File: src/mme_pkg.sv
`default_nettype none

package mme_pkg;

    localparam int MAX_SAMPLES  = 64;
    localparam int SAMPLE_WIDTH = 32;
    localparam int ADDR_W       = $clog2(MAX_SAMPLES);
    localparam int CNT_W        = $clog2(MAX_SAMPLES + 1);
    localparam int KEY_W        = SAMPLE_WIDTH + 1;
    localparam int MED_W        = SAMPLE_WIDTH + 1;
    localparam int DEV_W        = SAMPLE_WIDTH + 2;

    typedef struct packed {
        logic [31:0] sample;
        logic        present;
        logic        last;
    } request_t;

    typedef struct packed {
        logic [32:0] median_twice;
        logic [33:0] deviation_fourfold;
        logic [6:0]  used_count;
        logic        overflow;
    } result_t;

    typedef struct packed {
        logic lt;
        logic le;
    } cmp_t;

    // pass 0 ranks samples, pass 1 ranks |2x - 2*median|
    function automatic logic [KEY_W-1:0] key_of(
        input logic                    dev_pass,
        input logic [SAMPLE_WIDTH-1:0] x,
        input logic [MED_W-1:0]        med2
    );
        logic [KEY_W-1:0] x2;
        logic [KEY_W-1:0] k;
        x2 = {x, 1'b0};
        if (!dev_pass) begin
            k = {1'b0, x};
        end else if (x2 >= med2) begin
            k = x2 - med2;
        end else begin
            k = med2 - x2;
        end
        return k;
    endfunction

endpackage

`default_nettype wire

File: src/median_mad_engine.sv
`default_nettype none
// an item without last is only stored; busy stays low
// a last item with stored samples sets busy for both rank passes, result_valid rising as busy falls
// empty or overflowed sets give their result in the cycle after the request, no busy time
// cost is set by the single rank comparator: every candidate scans the whole store, twice
// reset clears count, overflow flag and sequencer; store contents are undefined until written
// results cannot be stalled: result_valid is a one-cycle strobe

module median_mad_engine (
    input  wire logic              clk,
    input  wire logic              rst_n,
    input  wire logic              start,
    output logic                   busy,
    input  wire mme_pkg::request_t req,
    output logic                   result_valid,
    output mme_pkg::result_t       result
);
    import mme_pkg::*;

    localparam logic [2:0] S_IDLE   = 3'd0;
    localparam logic [2:0] S_CAND   = 3'd1;
    localparam logic [2:0] S_LOAD   = 3'd2;
    localparam logic [2:0] S_SCAN   = 3'd3;
    localparam logic [2:0] S_DECIDE = 3'd4;
    localparam logic [2:0] S_SUM    = 3'd5;

    localparam logic [CNT_W-1:0] MAX_CNT = CNT_W'(MAX_SAMPLES);

    logic [2:0]        state_reg, state_next;
    logic [CNT_W-1:0]  count_reg, count_next;
    logic              ovf_reg, ovf_next;
    logic              pass_reg, pass_next;
    logic [CNT_W-1:0]  i_reg, i_next;
    logic [CNT_W-1:0]  j_reg, j_next;
    logic              rvld_reg, rvld_next;
    logic [CNT_W-1:0]  lt_reg, lt_next;
    logic [CNT_W-1:0]  le_reg, le_next;
    logic [KEY_W-1:0]  cand_key_reg, cand_key_next;
    logic [KEY_W-1:0]  lo_key_reg, lo_key_next;
    logic [KEY_W-1:0]  hi_key_reg, hi_key_next;
    logic [MED_W-1:0]  med2_reg, med2_next;
    logic              res_vld_reg, res_vld_next;
    result_t           res_reg, res_next;

    logic              accept;
    logic              we;
    logic [ADDR_W-1:0] waddr;
    logic [ADDR_W-1:0] raddr;
    logic [SAMPLE_WIDTH-1:0] rdata;
    logic [CNT_W-1:0]  n_after;
    logic              ovf_after;
    logic [CNT_W-1:0]  k_lo;
    logic [CNT_W-1:0]  k_hi;
    logic [DEV_W-1:0]  key_sum;
    cmp_t              cmp;

    mme_ram #(
        .WIDTH (SAMPLE_WIDTH),
        .DEPTH (MAX_SAMPLES)
    ) u_store (
        .clk   (clk),
        .we    (we),
        .waddr (waddr),
        .wdata (req.sample[SAMPLE_WIDTH-1:0]),
        .raddr (raddr),
        .rdata (rdata)
    );

    mme_rank_cmp u_cmp (
        .dev_pass (pass_reg),
        .med2     (med2_reg),
        .cand_key (cand_key_reg),
        .sample   (rdata),
        .cmp      (cmp)
    );

    assign busy   = (state_reg != S_IDLE);
    assign accept = start && !busy;
    assign waddr  = count_reg[ADDR_W-1:0];
    assign k_lo   = (count_reg - CNT_W'(1)) >> 1;
    assign k_hi   = count_reg >> 1;
    assign key_sum = DEV_W'(lo_key_reg) + DEV_W'(hi_key_reg);

    always_comb
    begin
        state_next    = state_reg;
        count_next    = count_reg;
        ovf_next      = ovf_reg;
        pass_next     = pass_reg;
        i_next        = i_reg;
        j_next        = j_reg;
        rvld_next     = 1'b0;
        lt_next       = lt_reg;
        le_next       = le_reg;
        cand_key_next = cand_key_reg;
        lo_key_next   = lo_key_reg;
        hi_key_next   = hi_key_reg;
        med2_next     = med2_reg;
        res_vld_next  = 1'b0;
        res_next      = res_reg;
        we            = 1'b0;
        raddr         = i_reg[ADDR_W-1:0];
        n_after       = count_reg;
        ovf_after     = ovf_reg;

        unique case (state_reg)
            S_IDLE:
            begin
                if (accept)
                begin
                    if (req.present)
                    begin
                        if (count_reg < MAX_CNT)
                        begin
                            we      = 1'b1;
                            n_after = count_reg + CNT_W'(1);
                        end
                        else
                        begin
                            ovf_after = 1'b1;
                        end
                    end
                    count_next = n_after;
                    ovf_next   = ovf_after;
                    if (req.last)
                    begin
                        if (ovf_after || n_after == '0)
                        begin
                            res_vld_next                = 1'b1;
                            res_next.median_twice       = '0;
                            res_next.deviation_fourfold = '0;
                            res_next.used_count         = 7'(n_after);
                            res_next.overflow           = ovf_after;
                            count_next                  = '0;
                            ovf_next                    = 1'b0;
                        end
                        else
                        begin
                            pass_next  = 1'b0;
                            i_next     = '0;
                            state_next = S_CAND;
                        end
                    end
                end
            end
            S_CAND:
            begin
                raddr      = i_reg[ADDR_W-1:0];
                state_next = S_LOAD;
            end
            S_LOAD:
            begin
                cand_key_next = key_of(pass_reg, rdata, med2_reg);
                j_next        = '0;
                lt_next       = '0;
                le_next       = '0;
                state_next    = S_SCAN;
            end
            S_SCAN:
            begin
                raddr = j_reg[ADDR_W-1:0];
                if (j_reg < count_reg)
                begin
                    j_next    = j_reg + CNT_W'(1);
                    rvld_next = 1'b1;
                end
                if (rvld_reg)
                begin
                    lt_next = lt_reg + CNT_W'(cmp.lt);
                    le_next = le_reg + CNT_W'(cmp.le);
                end
                if (j_reg == count_reg)
                begin
                    state_next = S_DECIDE;
                end
            end
            S_DECIDE:
            begin
                // candidate covers sorted positions lt .. le-1
                if (lt_reg <= k_lo && k_lo < le_reg)
                begin
                    lo_key_next = cand_key_reg;
                end
                if (lt_reg <= k_hi && k_hi < le_reg)
                begin
                    hi_key_next = cand_key_reg;
                end
                i_next = i_reg + CNT_W'(1);
                if (i_next == count_reg)
                begin
                    state_next = S_SUM;
                end
                else
                begin
                    state_next = S_CAND;
                end
            end
            S_SUM:
            begin
                if (!pass_reg)
                begin
                    med2_next  = key_sum[MED_W-1:0];
                    pass_next  = 1'b1;
                    i_next     = '0;
                    state_next = S_CAND;
                end
                else
                begin
                    res_vld_next                = 1'b1;
                    res_next.median_twice       = med2_reg;
                    res_next.deviation_fourfold = key_sum;
                    res_next.used_count         = 7'(count_reg);
                    res_next.overflow           = 1'b0;
                    count_next                  = '0;
                    ovf_next                    = 1'b0;
                    state_next                  = S_IDLE;
                end
            end
            default:
            begin
                state_next = S_IDLE;
            end
        endcase
    end

    always_ff @(posedge clk or negedge rst_n)
    begin
        if (!rst_n)
        begin
            state_reg   <= S_IDLE;
            count_reg   <= '0;
            ovf_reg     <= 1'b0;
            pass_reg    <= 1'b0;
            i_reg       <= '0;
            j_reg       <= '0;
            rvld_reg    <= 1'b0;
            lt_reg      <= '0;
            le_reg      <= '0;
            res_vld_reg <= 1'b0;
        end
        else
        begin
            state_reg   <= state_next;
            count_reg   <= count_next;
            ovf_reg     <= ovf_next;
            pass_reg    <= pass_next;
            i_reg       <= i_next;
            j_reg       <= j_next;
            rvld_reg    <= rvld_next;
            lt_reg      <= lt_next;
            le_reg      <= le_next;
            res_vld_reg <= res_vld_next;
        end
    end

    always_ff @(posedge clk)
    begin
        cand_key_reg <= cand_key_next;
        lo_key_reg   <= lo_key_next;
        hi_key_reg   <= hi_key_next;
        med2_reg     <= med2_next;
        res_reg      <= res_next;
    end

    assign result_valid = res_vld_reg;
    assign result       = res_reg;

    a_result_not_busy: assert property (@(posedge clk) disable iff (!rst_n)
        result_valid |-> !busy)
        else $error("result strobe while sequencer busy");

    a_ovf_zero: assert property (@(posedge clk) disable iff (!rst_n)
        (result_valid && result.overflow) |->
            (result.median_twice == '0 && result.deviation_fourfold == '0))
        else $error("overflowed set gave nonzero statistics");

    a_count_bound: assert property (@(posedge clk) disable iff (!rst_n)
        count_reg <= MAX_CNT)
        else $error("stored count beyond store depth");

    a_scan_bound: assert property (@(posedge clk) disable iff (!rst_n)
        (state_reg == S_SCAN) |-> (j_reg <= count_reg && count_reg != '0))
        else $error("scan index beyond stored count");

    a_clear_after: assert property (@(posedge clk) disable iff (!rst_n)
        result_valid |-> (count_reg == '0 && !ovf_reg) || $past(accept))
        else $error("set not cleared after result");

endmodule

`default_nettype wire

File: src/mme_ram.sv
`default_nettype none

module mme_ram #(
    parameter int WIDTH = 32,
    parameter int DEPTH = 64
) (
    input  wire logic                     clk,
    input  wire logic                     we,
    input  wire logic [$clog2(DEPTH)-1:0] waddr,
    input  wire logic [WIDTH-1:0]         wdata,
    input  wire logic [$clog2(DEPTH)-1:0] raddr,
    output logic      [WIDTH-1:0]         rdata
);

    logic [WIDTH-1:0] mem_reg [DEPTH];
    logic [WIDTH-1:0] rdata_reg;

    always_ff @(posedge clk)
    begin
        if (we)
        begin
            mem_reg[waddr] <= wdata;
        end
        rdata_reg <= mem_reg[raddr];
    end

    assign rdata = rdata_reg;

endmodule

`default_nettype wire

File: src/mme_rank_cmp.sv
`default_nettype none

module mme_rank_cmp (
    input  wire logic                             dev_pass,
    input  wire logic [mme_pkg::MED_W-1:0]        med2,
    input  wire logic [mme_pkg::KEY_W-1:0]        cand_key,
    input  wire logic [mme_pkg::SAMPLE_WIDTH-1:0] sample,
    output mme_pkg::cmp_t                         cmp
);
    import mme_pkg::*;

    logic [KEY_W-1:0] other_key;

    always_comb
    begin
        other_key = key_of(dev_pass, sample, med2);
        cmp.lt    = other_key < cand_key;
        cmp.le    = other_key <= cand_key;
    end

endmodule

`default_nettype wire
File: config.mk
export PLATFORM = sky130hd
export DESIGN_NAME = median_mad_engine
export DESIGN_NICKNAME = d
export VERILOG_FILES = /design/src/mme_pkg.sv /design/src/median_mad_engine.sv /design/src/mme_ram.sv /design/src/mme_rank_cmp.sv
export SDC_FILE = /design/constraint.sdc
export NUM_CORES = 2
export LEC_CHECK = 0
export BUFFER_PORTS_ARGS = -buffer_cell sky130_fd_sc_hd__buf_2
export CAP_MARGIN = 20
export CORE_UTILIZATION = 50
export CTS_CLUSTER_SIZE = 28
export DETAILED_ROUTE_END_ITERATION = 10
export GPL_ROUTABILITY_DRIVEN = 0
export GPL_TIMING_DRIVEN = 0
export PLACE_DENSITY_LB_ADDON = 0.25
export SLEW_MARGIN = 20
export SYNTH_ARGS = -nofsm -noshare
export SYNTH_HDL_FRONTEND = slang
export SYNTH_SLANG_ARGS = --single-unit
File: constraint.sdc
create_clock -name clk -period 16.1 [get_ports clk]
set_input_delay 2.415 -clock clk [delete_from_list [all_inputs] [get_ports clk]]
set_output_delay 2.415 -clock clk [all_outputs]
set_load 0.05 [all_outputs]
* Word level (Yosys, flattened, before mapping)
Memory sizes are Yosys's and may differ from the RTL's. A register that Yosys moved wholly into a read port is not among the register bits.
Index checks and enable logic that the tools add are counted.
** Cells by class
- Add/subtract/negate cells :: 9
- $mul :: 0
- Divide/modulo/power cells :: 0
- Order comparisons :: 9
- Equal/unequal tests :: 16
- Shift operators :: 0
- Mux-type cells :: 61
- Bitwise logic cells :: 1
- Reduce and logical (&&, ||, !) cells :: 21
** Operators with widths (number)
- $mux 75 :: 4
- $pmux 75 s2 :: 1
- $mux 7 :: 15
- $mux 33 :: 2
- $sub 33x33->33 :: 2
- $pmux 7 s2 :: 4
- $add 33x33->34 :: 1
- $ge 33x33->1 :: 1
- $le 33x33->1 :: 1
- $lt 33x33->1 :: 1
- $mux 1 :: 24
- $add 7x1->7 const B :: 3
- $pmux 7 s3 :: 1
- $ne 2x2->1 const B :: 9
- $pmux 3 s6 :: 1
- $mux 3 :: 5
- $add 7x1->7 :: 2
- $eq 7x7->1 :: 2
- $le 7x6->1 :: 2
- $lt 6x7->1 :: 2
- $reduce_and 2->1 :: 5
- $reduce_and 5->1 :: 2
- $reduce_and 4->1 :: 2
- $logic_not 7->1 :: 1
- 16 further kinds :: 24
** Storage, ports and cells
- Bits in registers :: 249
- Latch bits :: 0
- Bits in writable memories :: 2048
- ROM bits :: 0
- Input port bits :: 37
- Output and inout port bits :: 77
- Logic and storage cells :: 136
- Memories :: 1
** Memory list
- u_store.mem_reg :: depth 64, bits a word 32, read ports 1, clocked after Yosys merged registers in 1, wr ports 1, RTL line mme_ram.sv:15 : logic [WIDTH-1:0] mem_reg [DEPTH];

* Depth between registers and ports, before layout
- Depth after elaboration :: 11
- Mapped depth :: 30
- Depth with buffers taken out :: 29

* Hierarchy
A second synthesis with hierarchy kept.
** Unflattened totals
- Cells, all modules :: 5585
- Area, all modules :: 98928.6 µm²
** By module, submodules not included
- mme_ram :: instances 1, cells an instance 3324, area each 78515.3 µm², seq. area each 62139.6 µm²
- median_mad_engine :: instances 1, cells an instance 1541, area each 15536.2 µm², seq. area each 7267.0 µm²
- mme_rank_cmp :: instances 1, cells an instance 720, area each 4877.2 µm², seq. area each 0.0 µm²

* Worst setup path after synthesis
Ideal clock, no wire load.
- Path kind :: input to register
- From :: in req[1] (netlist name)
- To :: reg res_reg, in the netlist result[0], enable pin
- Setup time :: 535 ps
- Arrival time :: 7232 ps
- Required time :: 15565 ps
- Setup slack :: 8334 ps
- Stages on the path :: 7
- Path buffers :: 1
- Cells stage by stage :: nor2b_1 > clkbuf_1 > nand4_1 > a21oi_1 > o2111a_1 > o21ai_0 > o22ai_1
** Between the ends
- Cells in the longest elaborated chain, start to end :: 7
- Elaborated cells between the ends (all ways) :: 10
- Classes of those cells :: eq/ne: 1; mux: 6; reduce/logical: 3
** Ends and longest elaborated chain
- start: declaration :: RTL line median_mad_engine.sv:14 : input wire mme_pkg::request_t req,
- $mux 7 :: RTL line median_mad_engine.sv:111 : if (req.present)
- $mux 7 :: RTL line median_mad_engine.sv:109 : if (accept)
- $mux 7 :: RTL line median_mad_engine.sv:106 : unique case (state_reg)
- $logic_not 7->1 :: RTL line median_mad_engine.sv:127 : if (ovf_after || n_after == '0)
- $logic_or 1x1->1 * :: RTL line median_mad_engine.sv:127
- $ne 2x2->1 (no line) *
- $reduce_and 5->1 (no line) *
- end signal: assignment :: RTL line median_mad_engine.sv:262 : res_reg <= res_next;
- end: declaration :: RTL line median_mad_engine.sv:43 : result_t res_reg, res_next;
Mark *: on every way between the ends. The rest lies on a longest branch, timed or not. The select of a mux whose other input is x is not followed.
A chain may end at the register's enable or synchronous reset.

* Worst setup path in the final report
- From :: reg med2_reg[27]
- To :: reg le_reg[6]
** Between the ends
- Cells in the longest elaborated chain, start to end :: 7
- Elaborated cells between the ends (all ways) :: 9
- Classes of those cells :: add/sub: 3; order compare: 2; mux: 4
** Ends and longest elaborated chain
- start: declaration :: RTL line median_mad_engine.sv:41 : logic [MED_W-1:0] med2_reg, med2_next;
- start signal: assignment :: RTL line median_mad_engine.sv:261 : med2_reg <= med2_next;
- $sub 33x33->33 (tied with other cells) :: RTL line mme_pkg.sv:45 : k = med2 - x2;
- $mux 33 * :: RTL line mme_pkg.sv:42 : end else if (x2 >= med2) begin
- $mux 33 *
- via u_cmp.other_key[28] :: RTL line mme_rank_cmp.sv:12 : logic [KEY_W-1:0] other_key;
- $le 33x33->1 * :: RTL line mme_rank_cmp.sv:18 : cmp.le = other_key <= cand_key;
- $add 7x1->7 * :: RTL line median_mad_engine.sv:170 : le_next = le_reg + CNT_W'(cmp.le);
- $mux 7 * :: RTL line median_mad_engine.sv:167 : if (rvld_reg)
- $pmux 7 s2 * :: RTL line median_mad_engine.sv:106
- end signal: assignment :: RTL line median_mad_engine.sv:251 : le_reg <= le_next;
- end: declaration :: RTL line median_mad_engine.sv:37 : logic [CNT_W-1:0] le_reg, le_next;
Mark *: on every way through the listed nets, which the timed path passes. The rest lies on a longest branch. The select of a mux whose other input is x is not followed.

==> report_table.html <==
<table>
<tr><th>Metric</th><th>Value</th></tr>
<tr><th colspan="2">Timing</th></tr>
<tr><td>Clock Skews</td><td>0.0695 ns</td></tr>
<tr><td>Minimum period implied by the final worst setup slack</td><td>7.02 ns</td></tr>
<tr><td>Period utilization</td><td>43.6%</td></tr>
<tr><td>Fin. max-slew vios</td><td>0</td></tr>
<tr><td>Top achievable clock speed</td><td>0.143 GHz</td></tr>
<tr><td>Endpoints failing hold</td><td>0</td></tr>
<tr><td>RSZ-0062 raised after global routing</td><td>false</td></tr>
<tr><td>Worst rel slew slack</td><td>18.7%</td></tr>
<tr><td>Setup-violating endpoint count in the final report</td><td>0</td></tr>
<tr><td>Slew at the pin with the worst max-slew slack</td><td>1.21 ns</td></tr>
<tr><td>Setup TNS after final layout</td><td>0 ns</td></tr>
<tr><th colspan="2">Clock tree</th></tr>
<tr><td>TritonCTS clock tree</td><td>built</td></tr>
<tr><td>Number of buffers inserted during clock tree synthesis</td><td>226</td></tr>
<tr><td>Worst-Skew Late Latency</td><td>0.91 ns</td></tr>
<tr><td>TritonCTS Sinks</td><td>2329</td></tr>
<tr><td>Clock slew seen by the registers of the worst setup and hold paths</td><td>0.06 ns</td></tr>
<tr><td>Post-CTS repair timing setup buffer count</td><td>0</td></tr>
<tr><td>Maximum root-to-sink buffer count</td><td>3</td></tr>
<tr><td>Cells resized by post-CTS repair</td><td>0</td></tr>
<tr><td>Master cell of the clock root buffer</td><td>clkbuf_16</td></tr>
<tr><td>H-tree levels</td><td>4</td></tr>
<tr><td>Hold buffer count at cts</td><td>0</td></tr>
<tr><th colspan="2">Synthesis</th></tr>
<tr><td>Post-synthesis sequential area ratio</td><td>72.7%</td></tr>
<tr><td>Unique masters post-synth</td><td>81</td></tr>
<tr><td>Post-synth net total</td><td>5554</td></tr>
<tr><td>XOR/XNOR Fraction of Synth Area</td><td>0.771%</td></tr>
<tr><td>Largest family of logic cells by synthesized area</td><td>multiplexers</td></tr>
<tr><td>Multiplexer share of the synthesized area</td><td>12.4%</td></tr>
<tr><td>Yosys Warn Count</td><td>0</td></tr>
<tr><td>Netlist Area Pre-Place</td><td>95500 sq um</td></tr>
<tr><td>Portion of synthesized cell area occupied by the leading cell type</td><td>70.9%</td></tr>
<tr><td>FFs w/ async S/R, synth</td><td>1.80%</td></tr>
<tr><td>Gate count after technology mapping</td><td>5347</td></tr>
<tr><td>Largest area contributor in the netlist</td><td>edfxtp_1</td></tr>
<tr><td>Compound-cell area share of the yosys netlist</td><td>4.72%</td></tr>
<tr><td>Number of flops mapped to enable cells by yosys</td><td>2255</td></tr>
<tr><td>Post-synthesis register bit count</td><td>2329</td></tr>
<tr><td>Synth Flop Type</td><td>edfxtp_1</td></tr>
<tr><td>Average size of a mapped cell</td><td>17.9 sq um</td></tr>
<tr><td>Simple logic cell fraction of the synthesized area</td><td>5.17%</td></tr>
<tr><td>Cell types with the largest area share after synthesis</td><td>edfxtp_1 (71%), mux4_2 (12%), nand2_1 (2.2%), ha_1 (2.2%), dfrtp_1 (1.1%)</td></tr>
<tr><td>Adder-cell share of the synthesized area</td><td>2.25%</td></tr>
<tr><th colspan="2">Drt</th></tr>
<tr><td>Final antenna-violating net count</td><td>0</td></tr>
<tr><td>Wire length per cell after detailed routing</td><td>29.5 um</td></tr>
<tr><td>Routed via count divided by cell count</td><td>6.13</td></tr>
<tr><td>Via total after detailed routing</td><td>52144</td></tr>
<tr><td>Total iterations of the first detailed-routing run</td><td>8</td></tr>
<tr><td>Violation count after the first detailed-route iteration</td><td>6229</td></tr>
<tr><td>Residual DRC count</td><td>0</td></tr>
<tr><td>Post-detailed-routing wire length</td><td>251000 um</td></tr>
<tr><th colspan="2">Global route</th></tr>
<tr><td>GRT Total Usage</td><td>26.1%</td></tr>
<tr><td>Maximum number of pins on one net before global-route repair</td><td>65</td></tr>
<tr><td>Antenna violations before repair</td><td>10</td></tr>
<tr><td>Remaining Overflow, GRT</td><td>0</td></tr>
<tr><td>First-pass GRT wire length</td><td>359000 um</td></tr>
<tr><td>Number of global-route vias before repair</td><td>51192</td></tr>
<tr><th colspan="2">Critical path</th></tr>
<tr><td>Startpoint Class</td><td>flop</td></tr>
<tr><td>Largest fanout on the critical path</td><td>10</td></tr>
<tr><td>Cell depth of the worst flop-to-flop path</td><td>27</td></tr>
<tr><td>Beginning of the critical path</td><td>med2_reg[27]$_DFFE_PP_</td></tr>
<tr><td>Cell occurring most often along the worst timing path</td><td>ha_1</td></tr>
<tr><td>Endpoint kind of the worst setup timing path</td><td>flop</td></tr>
<tr><td>Cell at the slowest stage of the critical path</td><td>nor3_1</td></tr>
<tr><td>Worst stage delay on the critical path</td><td>0.62 ns</td></tr>
<tr><td>Critical path data required time</td><td>16.84 ns</td></tr>
<tr><td>Start-to-end type of the worst setup path</td><td>flop to flop</td></tr>
<tr><td>Termination of the worst setup path</td><td>le_reg[6]$_DFFE_PN0P_</td></tr>
<tr><td>Arrival time of data at the critical path endpoint</td><td>7.76 ns</td></tr>
<tr><td>Worst reg2reg startpoint</td><td>med2_reg[27]$_DFFE_PP_</td></tr>
<tr><td>Minimum setup slack among reg-to-reg paths</td><td>9.08 ns</td></tr>
<tr><td>Worst r2r dst</td><td>le_reg[6]$_DFFE_PN0P_</td></tr>
<tr><th colspan="2">Floorplanning</th></tr>
<tr><td>Horizontal extent of the die</td><td>439 um</td></tr>
<tr><td>Floorplan Core Area</td><td>190000 sq um</td></tr>
<tr><td>Initial core utilization</td><td>50.2%</td></tr>
<tr><td>DIE AREA</td><td>193000 sq um</td></tr>
<tr><td># IOs</td><td>114</td></tr>
<tr><td>Standard-cell row count</td><td>160</td></tr>
<tr><td>Die height</td><td>439 um</td></tr>
<tr><th colspan="2">Placement</th></tr>
<tr><td>Placed instance count</td><td>8067</td></tr>
<tr><td>HPWL after detailed placement</td><td>169000 um</td></tr>
<tr><td>Count of input and output buffers</td><td>113</td></tr>
<tr><th colspan="2">Min path</th></tr>
<tr><td>Path category of the worst min-delay check</td><td>flop to flop</td></tr>
<tr><th colspan="2">Final layout</th></tr>
<tr><td>Fin nets</td><td>5991</td></tr>
<tr><td>Area added between synthesis and finish</td><td>14.9%</td></tr>
<tr><td>Non-Filler Instances</td><td>8502</td></tr>
<tr><td>Fraction of layout instances using a drive strength above 1</td><td>21.9%</td></tr>
<tr><td>Number of flip-flops under the largest register name</td><td>2048</td></tr>
<tr><td>Fill cell count</td><td>14057</td></tr>
<tr><th colspan="2">Run</th></tr>
<tr><td>Number of max-cap violations</td><td>0</td></tr>
<tr><th colspan="2">Power</th></tr>
<tr><td>Worst-case vdd ir drop</td><td>0.000111 V</td></tr>
<tr><td>Leakage component of the power</td><td>37.1 nW</td></tr>
<tr><td>Power density normalized to cell area</td><td>162 nW/um^2</td></tr>
<tr><td>Power Total</td><td>17.8 mW</td></tr>
<tr><th colspan="2">Status</th></tr>
<tr><td>Result of the run</td><td>finished, final reports clean</td></tr>
</table>
-- worst max-delay path, delay by kind of cell, from the launching register on --
family / cells / cell delay [ns]
AOI/OAI and AO/OA: 9 / 1.87
xor gates and xnor gates: 1 / 0.14
adders and majority gates: 4 / 1.13
buffers and inverters: 4 / 1.16
DFF: 1 / 0.42
muxes: 1 / 0.33
and+or+nand+nor: 8 / 1.85
-- metal layers --
metal / up-vias / global-route usage (%) / share of wire [%]
li1: 22189 / - / -
met1: 26998 / 35.7 / 40
met2: 2517 / 41.6 / 48
met3: 430 / 4.80 / 8.1
met4: 10 / 10.3 / 4.0
met5: - / 0 / 0.028
-- synth_stat cells (71+ instances only) --
library cell,n
edfxtp_1,2255
nand2_1,557
mux4_2,512
nor2_1,222
ha_1,167
o21ai_0,160
inv_1,143
a21oi_1,137
clkbuf_1,121
nand3_1,100
and2_1,94
buf_2,82
a211oi_1,77
a31oi_1,71
-- area by class of cell --
type	count	area (sq um)	area share (%)
Sequential cell	2329	69400	63.3
Buffer	272	1370	1.25
Timing Repair Buffer	209	2780	2.53
Clock buffer	256	5810	5.29
Antenna cell	6	15.0	0.0137
Clock inverter	173	1960	1.78
Multi-Input combinational cell	2600	24700	22.5
Tap cell	2511	3140	2.86
Inverter	146	548	0.499
-- power breakdown --
| group | total, mW | switching (mW) | internal, mW |
|---|---|---|---|
| logic | 5.33 | 3.14 | 2.18 |
| clock network | 5.48 | 2.37 | 3.10 |
| registers | 6.97 | 0.108 | 6.86 |
| total | 17.8 | 5.62 | 12.1 |
-- worst min path at each step --
stage                                     endpoint  depth (start not counted)                       start  slack [ns]
after floorplan           hi_key_reg[10]$_DFFE_PP_                          0  cand_key_reg[10]$_DFFE_PP_        0.45
after global placement    hi_key_reg[10]$_DFFE_PP_                          0  cand_key_reg[10]$_DFFE_PP_        0.45
after detailed placement  hi_key_reg[18]$_DFFE_PP_                          0  cand_key_reg[18]$_DFFE_PP_        0.46
after CTS                 hi_key_reg[11]$_DFFE_PP_                          0  cand_key_reg[11]$_DFFE_PP_        0.44
after global routing      hi_key_reg[11]$_DFFE_PP_                          0  cand_key_reg[11]$_DFFE_PP_        0.46
final                     hi_key_reg[11]$_DFFE_PP_                          0  cand_key_reg[11]$_DFFE_PP_        0.44
-- cells in the final DEF, fill, tap and decap left out, types with 27 or more instances in the layout --
cell type  Yosys  final
xnor2_1       59     59
bufinv_16      0     30
a221o_1       34     34
and2_1        94     94
clkinv_1       2     52
a21oi_1      137    137
clkbuf_1     121    142
dfrtp_1       42     42
ha_1         167    167
edfxtp_1    2255   2255
nor2_1       222    157
mux4_2       512    512
nor2_4         0     65
buf_16         0     52
nand4_1       32     32
nor3_1        27     27
dfxtp_1       32     32
buf_4         42     75
buf_2         82    173
nand2_1      557    553
o21ai_0      160    160
buf_12         0     29
o22ai_1       41     40
a31oi_1       71     71
inv_1        143    143
clkbuf_16      0    227
a21o_1        42     42
a211oi_1      77     77
clkinv_2       0     48
nand3_1      100     94
o21a_1        30     30
-- through the flow --
step / hold slack, ns / util, % / setup WS, ns / instance area, sq um
after detailed placement: 0.457 / 53.7 / 9.09 / 102000
after global routing: 0.456 / 57.7 / 8.64 / 110000
after floorplan: 0.445 / - / 8.33 / 95500
after global placement: 0.454 / 52.2 / 6.81 / 99200
after CTS: 0.437 / 57.7 / 9.05 / 110000
final: 0.444 / 57.8 / 9.08 / 110000
-- kinds of logic after synthesis --
kind of cell | after synthesis
compound gates | 689
flops | 2329
mux | 539
xor+xnor | 84
fa+ha+maj | 170
buf+inv | 418
simple gates | 1118
(Power assumes the default switching activity.)
